**src/rtl/rlo_pkg.sv**
```systemverilog
package rlo_pkg;

    // Channel count defaults and the fixed width of the status words
    localparam int CHANNELS_DEF = 4;
    localparam int PIN_W        = 4;

    // Field widths
    localparam int CH_W      = 2;
    localparam int CFG_IDX_W = 3;
    localparam int CFG_DAT_W = 16;
    localparam int ELAPSED_W = 27;
    localparam int LIMIT_W   = 26;
    localparam int US_PER_MS = 1000;

    localparam logic [ELAPSED_W-1:0] ELAPSED_MAX = {ELAPSED_W{1'b1}};

    // Item kinds
    typedef enum logic {
        OP_TICK = 1'b0,
        OP_SET  = 1'b1
    } t_op;

    // Configuration register indexes
    typedef enum logic [CFG_IDX_W-1:0] {
        CFG_ENABLE     = 3'd0,
        CFG_POLARITY   = 3'd1,
        CFG_INTERVAL_0 = 3'd2,
        CFG_INTERVAL_1 = 3'd3,
        CFG_INTERVAL_2 = 3'd4,
        CFG_INTERVAL_3 = 3'd5
    } t_cfg_reg;

    // Enable and polarity masks handed from the register file to the core
    typedef struct packed {
        logic [PIN_W-1:0] enable;
        logic [PIN_W-1:0] high_on;
    } t_pol;

endpackage

```
**src/rtl/rlo_cfg.sv**
```systemverilog
module rlo_cfg
    import rlo_pkg::*;
#(
    parameter int NCH = CHANNELS_DEF
) (
    input  logic                 i_clk,
    input  logic                 i_rst_n,
    input  logic                 i_cfg_valid,
    input  logic [CFG_IDX_W-1:0] i_cfg_index,
    input  logic [CFG_DAT_W-1:0] i_cfg_data,
    output t_pol                 o_pol,
    output logic [LIMIT_W-1:0]   o_limit [NCH]
);

    logic [PIN_W-1:0]   r_enable;
    logic [PIN_W-1:0]   r_high_on;
    logic [LIMIT_W-1:0] r_limit [NCH];
    logic [LIMIT_W-1:0] n_limit;

    // Scale the written interval to microseconds once, at write time
    assign n_limit = LIMIT_W'({{(LIMIT_W-CFG_DAT_W){1'b0}}, i_cfg_data}
                              * LIMIT_W'(US_PER_MS));

    // Write the masks
    always_ff @(posedge i_clk) begin
        if (!i_rst_n) begin
            r_enable  <= '0;
            r_high_on <= '1;
        end else if (i_cfg_valid) begin
            if (i_cfg_index == CFG_ENABLE) begin
                r_enable <= i_cfg_data[PIN_W-1:0];
            end
            if (i_cfg_index == CFG_POLARITY) begin
                r_high_on <= i_cfg_data[PIN_W-1:0];
            end
        end
    end

    // Write the per-channel limits
    for (genvar c = 0; c < NCH; c++) begin : g_limit
        always_ff @(posedge i_clk) begin
            if (!i_rst_n) begin
                r_limit[c] <= '0;
            end else if (i_cfg_valid &&
                         i_cfg_index == CFG_IDX_W'(CFG_INTERVAL_0 + c)) begin
                r_limit[c] <= n_limit;
            end
        end
        assign o_limit[c] = r_limit[c];
    end

    assign o_pol.enable  = r_enable;
    assign o_pol.high_on = r_high_on;

endmodule

```
**src/rtl/rlo_core.sv**
```systemverilog
module rlo_core
    import rlo_pkg::*;
#(
    parameter int NCH = CHANNELS_DEF
) (
    input  logic               i_clk,
    input  logic               i_rst_n,
    input  logic               i_advance,
    input  t_op                i_op,
    input  logic [CH_W-1:0]    i_ch,
    input  logic               i_want,
    input  t_pol               i_pol,
    input  logic [LIMIT_W-1:0] i_limit [NCH],
    output logic               o_accepted,
    output logic [PIN_W-1:0]   o_pins,
    output logic [PIN_W-1:0]   o_states
);

    logic                 r_relay_on [NCH];
    logic                 n_relay_on [NCH];
    logic [ELAPSED_W-1:0] r_elapsed  [NCH];
    logic [ELAPSED_W-1:0] n_elapsed  [NCH];
    logic [NCH-1:0]       w_ok;

    for (genvar c = 0; c < NCH; c++) begin : g_chan
        logic w_hit;
        logic w_same;
        logic w_due;

        // Decide the request for this channel; a zero limit always passes
        assign w_hit  = (i_op == OP_SET) && (i_ch == CH_W'(c)) && i_pol.enable[c];
        assign w_same = (r_relay_on[c] == i_want);
        assign w_due  = (r_elapsed[c] >= {1'b0, i_limit[c]});
        assign w_ok[c] = w_hit && (w_same || w_due);

        // Toggle on an honored change, otherwise count ticks
        always_comb begin
            n_relay_on[c] = r_relay_on[c];
            n_elapsed[c]  = r_elapsed[c];
            if (i_op == OP_TICK) begin
                if (r_elapsed[c] != ELAPSED_MAX) begin
                    n_elapsed[c] = r_elapsed[c] + 1'b1;
                end
            end else if (w_hit && !w_same && w_due) begin
                n_relay_on[c] = i_want;
                n_elapsed[c]  = '0;
            end
        end

        // Advance the channel state with the item
        always_ff @(posedge i_clk) begin
            if (!i_rst_n) begin
                r_relay_on[c] <= 1'b0;
                r_elapsed[c]  <= '0;
            end else if (i_advance) begin
                r_relay_on[c] <= n_relay_on[c];
                r_elapsed[c]  <= n_elapsed[c];
            end
        end
    end

    assign o_accepted = (i_op == OP_TICK) || (|w_ok);

    // Map states to pin levels; unused bits read zero
    for (genvar p = 0; p < PIN_W; p++) begin : g_pin
        if (p < NCH) begin : g_live
            logic w_drive;
            assign w_drive     = i_pol.enable[p] && n_relay_on[p];
            assign o_pins[p]   = i_pol.high_on[p] ? w_drive : !w_drive;
            assign o_states[p] = n_relay_on[p];
        end else begin : g_none
            assign o_pins[p]   = 1'b0;
            assign o_states[p] = 1'b0;
        end
    end

endmodule

```
**src/rtl/rate_limited_relay_outputs.sv**
```systemverilog
// Channel   Direction  Handshake              Payload
// input     in         i_valid / o_stall      i_op, i_channel_index, i_want_on
// result    out        o_valid / i_stall      o_accepted, o_pin_levels, o_relay_states
// config    in         i_cfg_valid / o_cfg_ready  i_cfg_index, i_cfg_data
//
// One word per cycle sustained while the result is not stalled; each word is captured
// in the input register and is then registered in the result register.
// Rate limits are scaled to microseconds when written, so the per-word path is
// one 27-bit compare and a saturating increment per channel.
// Reset (synchronous, active low) clears relay states, elapsed counters, enables
// and intervals, and sets every pin active high.
// A stalled result holds both registers; the input stalls only when both are full.
module rate_limited_relay_outputs
    import rlo_pkg::*;
#(
    parameter int CHANNELS = CHANNELS_DEF
) (
    input  logic                 i_clk,
    input  logic                 i_rst_n,
    input  logic                 i_valid,
    output logic                 o_stall,
    input  logic                 i_op,
    input  logic [CH_W-1:0]      i_channel_index,
    input  logic                 i_want_on,
    output logic                 o_valid,
    input  logic                 i_stall,
    output logic                 o_accepted,
    output logic [PIN_W-1:0]     o_pin_levels,
    output logic [PIN_W-1:0]     o_relay_states,
    input  logic                 i_cfg_valid,
    output logic                 o_cfg_ready,
    input  logic [CFG_IDX_W-1:0] i_cfg_index,
    input  logic [CFG_DAT_W-1:0] i_cfg_data
);

    localparam int NCH = (CHANNELS < PIN_W) ? CHANNELS : PIN_W;

    logic               r_in_valid;
    t_op                r_in_op;
    logic [CH_W-1:0]    r_in_ch;
    logic               r_in_want;
    logic               r_out_valid;
    logic               r_accepted;
    logic [PIN_W-1:0]   r_pins;
    logic [PIN_W-1:0]   r_states;
    logic               w_hold;
    logic               w_advance;
    logic               w_take;
    logic               w_accepted;
    logic [PIN_W-1:0]   w_pins;
    logic [PIN_W-1:0]   w_states;
    t_pol               w_pol;
    logic [LIMIT_W-1:0] w_limit [NCH];

    // Handshake
    assign w_hold    = r_out_valid && i_stall;
    assign w_advance = r_in_valid && !w_hold;
    assign o_stall   = r_in_valid && w_hold;
    assign w_take    = i_valid && !o_stall;

    assign o_cfg_ready = 1'b1;

    rlo_cfg #(
        .NCH (NCH)
    ) u_cfg (
        .i_clk       (i_clk),
        .i_rst_n     (i_rst_n),
        .i_cfg_valid (i_cfg_valid),
        .i_cfg_index (i_cfg_index),
        .i_cfg_data  (i_cfg_data),
        .o_pol       (w_pol),
        .o_limit     (w_limit)
    );

    // Capture the input word
    always_ff @(posedge i_clk) begin
        if (!i_rst_n) begin
            r_in_valid <= 1'b0;
        end else if (w_take) begin
            r_in_valid <= 1'b1;
        end else if (w_advance) begin
            r_in_valid <= 1'b0;
        end
    end

    always_ff @(posedge i_clk) begin
        if (w_take) begin
            r_in_op   <= t_op'(i_op);
            r_in_ch   <= i_channel_index;
            r_in_want <= i_want_on;
        end
    end

    rlo_core #(
        .NCH (NCH)
    ) u_core (
        .i_clk      (i_clk),
        .i_rst_n    (i_rst_n),
        .i_advance  (w_advance),
        .i_op       (r_in_op),
        .i_ch       (r_in_ch),
        .i_want     (r_in_want),
        .i_pol      (w_pol),
        .i_limit    (w_limit),
        .o_accepted (w_accepted),
        .o_pins     (w_pins),
        .o_states   (w_states)
    );

    // Register the result word
    always_ff @(posedge i_clk) begin
        if (!i_rst_n) begin
            r_out_valid <= 1'b0;
        end else if (w_advance) begin
            r_out_valid <= 1'b1;
        end else if (!i_stall) begin
            r_out_valid <= 1'b0;
        end
    end

    always_ff @(posedge i_clk) begin
        if (w_advance) begin
            r_accepted <= w_accepted;
            r_pins     <= w_pins;
            r_states   <= w_states;
        end
    end

    assign o_valid        = r_out_valid;
    assign o_accepted     = r_accepted;
    assign o_pin_levels   = r_pins;
    assign o_relay_states = r_states;

`ifndef SYNTHESIS
    a_advance_fills: assert property (@(posedge i_clk) disable iff (!i_rst_n)
        w_advance |=> o_valid)
        else $error("word advanced but no result registered");

    a_tick_accepted: assert property (@(posedge i_clk) disable iff (!i_rst_n)
        (w_advance && r_in_op == OP_TICK) |=> o_accepted)
        else $error("tick word reported as refused");

    a_stall_only_full: assert property (@(posedge i_clk) disable iff (!i_rst_n)
        o_stall |-> (r_in_valid && o_valid && i_stall))
        else $error("input stalled while a stage was free");
`endif

endmodule
```
**config.mk**
```make
export PLATFORM = sky130hd
export DESIGN_NAME = rate_limited_relay_outputs
export DESIGN_NICKNAME = d
export VERILOG_FILES = /design/src/rtl/rlo_pkg.sv /design/src/rtl/rlo_cfg.sv /design/src/rtl/rlo_core.sv /design/src/rtl/rate_limited_relay_outputs.sv
export SDC_FILE = /design/constraint.sdc
export NUM_CORES = 1
export LEC_CHECK = 0
export BUFFER_PORTS_ARGS = -buffer_cell sky130_fd_sc_hd__buf_2
export CORE_ASPECT_RATIO = 1.2
export CORE_MARGIN = 2
export CORE_UTILIZATION = 45
export CTS_CLUSTER_SIZE = 28
export DETAILED_ROUTE_END_ITERATION = 10
export MAX_ROUTING_LAYER = met4
export PLACE_DENSITY = 0.61
export SLEW_MARGIN = 40
export SYNTH_ARGS = -nofsm -noshare
export SYNTH_HDL_FRONTEND = slang
export SYNTH_SLANG_ARGS = --single-unit
```
**constraint.sdc**
```tcl
create_clock -name i_clk -period 6.36 [get_ports i_clk]
set_clock_uncertainty 0.15 [all_clocks]
set_input_delay 0 -clock i_clk [delete_from_list [all_inputs] [get_ports i_clk]]
set_output_delay 0 -clock i_clk [all_outputs]
set_load 0.1 [all_outputs]
```
After elaboration in Yosys (flattened, before gate mapping) --
Memory sizes are Yosys's and may differ from the RTL's. Cells that the tools add are included.
Word-level totals: register bits after elaboration 23, latch bits 0, bits in writable memories 204, ROM bits 0, input bits 28, output and inout port bits 12, word-level logic and storage cells 161, memories kept 3
Cells by class: $add $sub $neg 4, multipliers 1, div/mod/pow operators 0, order comparisons 4, equal/unequal tests 17, shift-type cells 0, muxes and demuxes 56, bitwise gates (word level) 13, reductions and logical operators 53
Memory list:
- u_core.r_elapsed | depth 4, width 27, read ports 4, clocked after memory_dff 0, wr ports 4, line rlo_core.sv:21 | logic [ELAPSED_W-1:0] r_elapsed [NCH];
- u_cfg.r_limit | depth 4, width 23, read ports 4, clocked after memory_dff 0, wr ports 4, line rlo_cfg.sv:17 | logic [LIMIT_W-1:0] r_limit [NCH];
- u_core.r_relay_on | depth 4, width 1, read ports 4, clocked after memory_dff 0, wr ports 4, line rlo_core.sv:19 | logic r_relay_on [NCH];
Operators by type and width (number):
- two-way mux 27 bit | 16
- adder 27 x 1 -> 27 bit, second input constant | 4
- >= comparator 27 x 26 -> 1 bit | 4
- inequality test 27 bit, second input constant | 4
- two-way mux 23 bit | 4
- two-way mux 1 bit | 36
- logical AND 1 bit | 32
- multiplier 16 x 7 -> 23 bit, second input constant | 1
- bitwise OR 1 bit | 12
- zero test 1 bit | 10
- == test 3 x 2 -> 1 bit, second input constant | 2
- == test 3 bit, second input constant | 2
- logical OR 1 bit | 5
- == test 1 bit | 4
- == test 2 bit, second input constant | 2
- AND reduction 2 bit | 2
- OR reduction 4 bit | 1
- == test 3 x 1 -> 1 bit, second input constant | 1
- zero test 3 bit | 1
- == test 2 x 1 -> 1 bit, second input constant | 1
- zero test 2 bit | 1
- inequality test 2 x 1 -> 1 bit, second input constant | 1
- nonzero test 2 bit | 1
- NOT 1 bit | 1

Logic depth before layout (Yosys ltp) --
depth in word-level cells 10, gate-level depth with buffers 16, gate-level depth less buffers 16

By module --
Synthesis repeated with hierarchy kept, for this count alone.
Unflattened totals: cell total of the unflattened synthesis 1555, area total of the unflattened synthesis 15835.2 µm²
By module, submodules not included:
- rlo_core | times used 1, cells each 938, area each 8660.8 µm², seq. area each 3353.2 µm²
- rlo_cfg | times used 1, cells each 594, area each 6688.9 µm², seq. area each 2922.8 µm²
- rate_limited_relay_outputs | times used 1, cells each 23, area each 485.5 µm², seq. area each 430.4 µm²

Worst setup path after synthesis --
No wires, ideal clock.
kind flip-flop to flip-flop, from memory u_core.r_elapsed[2][18], in the netlist u_core.r_elapsed[1][18], to memory u_core.r_elapsed[2][0], in the netlist u_core.r_elapsed[1][0] (enable), setup time 0.452 ns, data arrival time 4.021 ns, data required time 5.758 ns, setup slack 1.736 ns, cell stages (with the launch flop) 9, period minus slack after synthesis 4.624 ns, cell sequence edfxtp_1 ha_1 nand4_1 or4_1 a21oi_1 or4b_4 nand2_2 o21a_1 o31ai_1
RTL lines (line):
- start: declaration | rlo_core.sv:21

==> metrics.txt <==
# TYPE chip_impl_metric gauge
chip_impl_metric{name="first_pass_grt_wire_length",unit="mm"} 55.6
chip_impl_metric{name="yosys_register_bits",unit=""} 227
chip_impl_metric{name="dpl_cell_area",unit="mm²"} 0.0162
chip_impl_info{name="outcome",value="completed"} 1
chip_impl_info{name="cts_tree",value="yes"} 1
chip_impl_metric{name="route.detailed.wl_per_inst",unit="µm"} 17.1
chip_impl_metric{name="first_global_vias",unit=""} 10508
chip_impl_info{name="worst_path_most_repeated_cell",value="sky130_fd_sc_hd__fa_1"} 1
chip_impl_metric{name="clock_insertion_delay_worst_skew",unit="ps"} 540
chip_impl_metric{name="floorplan.die.width",unit="µm"} 172
chip_impl_metric{name="vias",unit=""} 10731
chip_impl_info{name="unrepaired_setup_endpoints_after_global_routing",value="false"} 1
chip_impl_metric{name="design.die.area",unit="mm²"} 0.0355
chip_impl_metric{name="place.gp.congestion",unit=""} 0.880
chip_impl_metric{name="instances_no_fill",unit=""} 2024
chip_impl_info{name="cp_slowest_cell",value="sky130_fd_sc_hd__xnor2_1"} 1
chip_impl_metric{name="ctsHtreeMaxLevel",unit=""} 1
chip_impl_metric{name="postSynthNetCount",unit=""} 1704
chip_impl_metric{name="critPathArrivalTime",unit="ps"} 5120
chip_impl_metric{name="vdd_drop_max",unit="V"} 0.000298
chip_impl_metric{name="cts-resized-gates",unit=""} 0
chip_impl_metric{name="synth.cell_area",unit="mm²"} 0.0153
chip_impl_metric{name="synth_top_area_share",unit=""} 0.424
chip_impl_info{name="crit_path_cell_trace",value="dlygate4sd3_1 > buf_2 > inv_1 > fa_1 > fa_1 > fa_1 > fa_1 > inv_1 > ha_1 > o21a_1 > o21ai_0 > a211oi_1 > a211oi_1 > o31ai_1 > xnor2_1 > nor2_1"} 1
chip_impl_metric{name="synthCells",unit=""} 1469
chip_impl_metric{name="worst_ep_required_time",unit="ps"} 6460
chip_impl_metric{name="period_minus_slack",unit="ps"} 5020
chip_impl_metric{name="pre_cts_ws",unit="ps"} 1350
chip_impl_info{name="synth_area_leader_cell",value="sky130_fd_sc_hd__edfxtp_1"} 1
chip_impl_metric{name="gr_overflow_total",unit=""} 0
chip_impl_metric{name="clock_sinks",unit=""} 227
chip_impl_metric{name="drv.max_cap_violation_count",unit=""} 0
chip_impl_metric{name="wl",unit="mm"} 34.6
chip_impl_metric{name="synth_warnings",unit=""} 0
chip_impl_metric{name="endpoints_failing_hold",unit=""} 0
chip_impl_metric{name="fin_util",unit=""} 0.512
chip_impl_metric{name="drive_gt1_frac",unit=""} 0.0759
chip_impl_info{name="ys_top_cells_by_area",value="sky130_fd_sc_hd__edfxtp_1 (42%), sky130_fd_sc_hd__ha_1 (13%), sky130_fd_sc_hd__fa_1 (7.1%)"} 1
chip_impl_metric{name="setup_violations",unit=""} 0
chip_impl_metric{name="areaGrowthSynthToFinish",unit="%"} 13.0
chip_impl_metric{name="cpPeakStageDelay",unit="ps"} 650
chip_impl_metric{name="total_buffers_and_inverters_traversed_by_the_critical_path",unit=""} 4
chip_impl_metric{name="finish.instance_area",unit="mm²"} 0.0173
chip_impl_metric{name="setup_ws",unit="ps"} 1340
chip_impl_info{name="setup.worst_path.start_class",value="primary input"} 1
chip_impl_metric{name="hold_buf_cts",unit=""} 23
chip_impl_info{name="clock_tree_root_driver_cell",value="sky130_fd_sc_hd__clkbuf_16"} 1
chip_impl_metric{name="placeableCoreArea",unit="mm²"} 0.0338
chip_impl_metric{name="antenna_violating_nets_post_route",unit=""} 0
chip_impl_info{name="path_class",value="in2reg"} 1
chip_impl_metric{name="tightestPinTransition",unit="ps"} 868
chip_impl_metric{name="ctsLongestPathBuffers",unit=""} 3
chip_impl_metric{name="fmax",unit="GHz"} 0.199
chip_impl_info{name="class_of_the_tightest_hold_or_removal_check",value="in2reg"} 1
chip_impl_metric{name="async_flop_share",unit=""} 0
chip_impl_metric{name="nets",unit=""} 1782
chip_impl_metric{name="grt_start_max_net_pins",unit=""} 75
chip_impl_metric{name="port_buffers",unit=""} 38
chip_impl_metric{name="viasPerCell",unit=""} 5.30
chip_impl_metric{name="grt_antenna_before_repair",unit=""} 1
chip_impl_metric{name="post_synth.cell_area_avg",unit="µm²"} 10.4
chip_impl_metric{name="die_y",unit="µm"} 206
chip_impl_metric{name="place_inst",unit=""} 1947
chip_impl_info{name="synthMostInstantiatedCell",value="sky130_fd_sc_hd__edfxtp_1"} 1
chip_impl_metric{name="groute.usage.overall",unit=""} 0.206
chip_impl_metric{name="final-max-slew-violation-count",unit=""} 0
chip_impl_metric{name="sum_of_negative_setup_slack",unit="ps"} 0
chip_impl_metric{name="initial_core_util",unit=""} 0.453
chip_impl_metric{name="initialDrtViolationCount",unit=""} 799
chip_impl_metric{name="worstPathMaxFanout",unit=""} 6
chip_impl_metric{name="post_cts_buffers",unit=""} 0
chip_impl_info{name="critical_path.top_delay_family",value="adder cells"} 1
chip_impl_metric{name="drt-pass1-iter-count",unit=""} 6
chip_impl_metric{name="maxSlewHeadroom",unit=""} 0.417
chip_impl_metric{name="ys_seq_area_frac",unit=""} 0.438
chip_impl_metric{name="synth_edf_count",unit=""} 216
chip_impl_metric{name="static-leakage-power",unit="nW"} 7.20
chip_impl_info{name="synth_top_flop_cell",value="sky130_fd_sc_hd__edfxtp_1"} 1
chip_impl_info{name="critical_path.endpoint_type",value="register"} 1
chip_impl_metric{name="remaining_drc_errors",unit=""} 0
chip_impl_info{name="netlist_top_cells_count",value="sky130_fd_sc_hd__edfxtp_1 (216), sky130_fd_sc_hd__inv_1 (201), sky130_fd_sc_hd__nor2_1 (200), sky130_fd_sc_hd__ha_1 (153), sky130_fd_sc_hd__nand2_1 (84)"} 1
chip_impl_metric{name="clk_pin_slew_worst_paths",unit="ps"} 60
chip_impl_metric{name="io-pin-count",unit=""} 40
chip_impl_metric{name="row_count",unit=""} 74
chip_impl_metric{name="power_density",unit="mW/mm²"} 325
chip_impl_metric{name="ys_types",unit=""} 73
chip_impl_metric{name="timing.final.crit_share",unit=""} 0.789
chip_impl_metric{name="detailed_place_hpwl",unit="mm"} 26.0
chip_impl_metric{name="cts_inserted_buffers",unit=""} 26
sequential cells by signal, summed over array words and instances, names as in the netlist:
signal and count:
r_in_ch 2, r_in_valid 1, o_pin_levels 4, u_cfg.r_limit 92, r_in_op 1, u_core.r_relay_on 4, r_in_want 1, u_cfg.r_enable 4
o_valid 1, u_core.r_elapsed 108, u_cfg.r_high_on 4, o_relay_states 4, o_accepted 1
layout by cell type (no fill, tap or decap), types with 6 or more instances in the layout:
| cell type | n |
|---|---|
| sky130_fd_sc_hd__a211oi_1 | 6 |
| sky130_fd_sc_hd__a21o_1 | 19 |
| sky130_fd_sc_hd__a21oi_1 | 49 |
| sky130_fd_sc_hd__and2_1 | 24 |
| sky130_fd_sc_hd__and3_1 | 18 |
| sky130_fd_sc_hd__and4_1 | 6 |
| sky130_fd_sc_hd__buf_2 | 38 |
| sky130_fd_sc_hd__buf_4 | 10 |
| sky130_fd_sc_hd__clkbuf_1 | 7 |
| sky130_fd_sc_hd__clkbuf_16 | 27 |
| sky130_fd_sc_hd__dfxtp_1 | 11 |
| sky130_fd_sc_hd__dlygate4sd3_1 | 25 |
| sky130_fd_sc_hd__edfxtp_1 | 216 |
| sky130_fd_sc_hd__fa_1 | 54 |
| sky130_fd_sc_hd__ha_1 | 153 |
| sky130_fd_sc_hd__inv_1 | 201 |
| sky130_fd_sc_hd__mux2i_1 | 14 |
| sky130_fd_sc_hd__nand2_1 | 84 |
| sky130_fd_sc_hd__nand2b_1 | 7 |
| sky130_fd_sc_hd__nand3_1 | 56 |
| sky130_fd_sc_hd__nand4_1 | 38 |
| sky130_fd_sc_hd__nor2_1 | 199 |
| sky130_fd_sc_hd__nor2b_1 | 14 |
| sky130_fd_sc_hd__nor3_1 | 15 |
| sky130_fd_sc_hd__nor4_1 | 6 |
| sky130_fd_sc_hd__o211ai_1 | 11 |
| sky130_fd_sc_hd__o21ai_0 | 27 |
| sky130_fd_sc_hd__or3_1 | 12 |
| sky130_fd_sc_hd__xnor2_1 | 45 |
| sky130_fd_sc_hd__xor2_1 | 66 |
power by group:
part	internal [W]	switching (W)	leakage, nW
logic	0.000747	0.00155	4.51
registers	0.00175	0.0000775	2.27
clock network	0.000875	0.000612	0.416
final timing paths:
check | cells after the start | endpoint | slack [ps] | from
min | 3 | u_cfg.r_limit[1][13]$_SDFFCE_PN0P_ | 30 | i_cfg_valid
max | 16 | u_cfg.r_limit[1][21]$_SDFFCE_PN0P_ | 1340 | i_cfg_data[1]
max reg2reg | 9 | u_core.r_elapsed[1][1]$_SDFFCE_PN0P_ | 2940 | u_core.r_elapsed[1][18]$_SDFFCE_PN0P_
min reg2reg | 2 | u_cfg.r_high_on[0]$_SDFFE_PN1P_ | 410 | u_cfg.r_high_on[0]$_SDFFE_PN1P_
routing by layer:
| metal | global-route usage | up-vias | wire, µm |
|---|---|---|---|
| met2 | 0.342 | 210 | 16800 |
| met5 | - | - | 0 |
| met4 | 0.0558 | 0 | 896 |
| met3 | 0.0226 | 60 | 1280 |
| li1 | - | 5244 | - |
| met1 | 0.270 | 5217 | 15700 |
worst register-to-register path: stages, from the launching register on:
cell and delay, ps:
sky130_fd_sc_hd__edfxtp_1 510, sky130_fd_sc_hd__ha_1 360, sky130_fd_sc_hd__nand4_1 160, sky130_fd_sc_hd__or4_1 560
sky130_fd_sc_hd__a21oi_1 220, sky130_fd_sc_hd__or4b_4 200, sky130_fd_sc_hd__nand2_2 100, sky130_fd_sc_hd__o21a_1 240
sky130_fd_sc_hd__o31ai_4 200, sky130_fd_sc_hd__buf_4 370
per-stage QoR:
stage | hold slack, ps | total power (W)
6_report | 25.1 | 0.00561
2_1_floorplan | -51.1 | 0.00328
3_3_place_gp | 35.5 | 0.00405
5_1_grt | 42.0 | 0.00594
3_5_place_dp | 29.0 | 0.00414
4_1_cts | 0.313 | 0.00564
final cells by class:
class / instances / area, µm²
well taps: 456 / 571
flip-flops and latches: 227 / 6710
diodes: 1 / 2.50
clock inverters: 13 / 128
inverters: 201 / 754
multi-input cells: 1017 / 7880
clock buffers: 35 / 716
fillers: 3011 / 16500
repair buffers: 74 / 536
logic make-up (layout without fill, tap and decap cells):
kind of cell | Yosys count | in the layout | synth area share
AO/OA/AOI/OAI | 170 | 170 | 0.0733
XOR/XNOR | 117 | 117 | 0.0670
adder cells (fa/ha/maj) | 207 | 207 | 0.196
buffers and inverters | 225 | 323 | 0.0554
flip-flops | 227 | 227 | 0.438
multiplexers | 17 | 17 | 0.0114
other | 1 | 2 | 0.000245
AND/OR/NAND/NOR | 505 | 505 | 0.159
(Power assumes the default switching activity.)
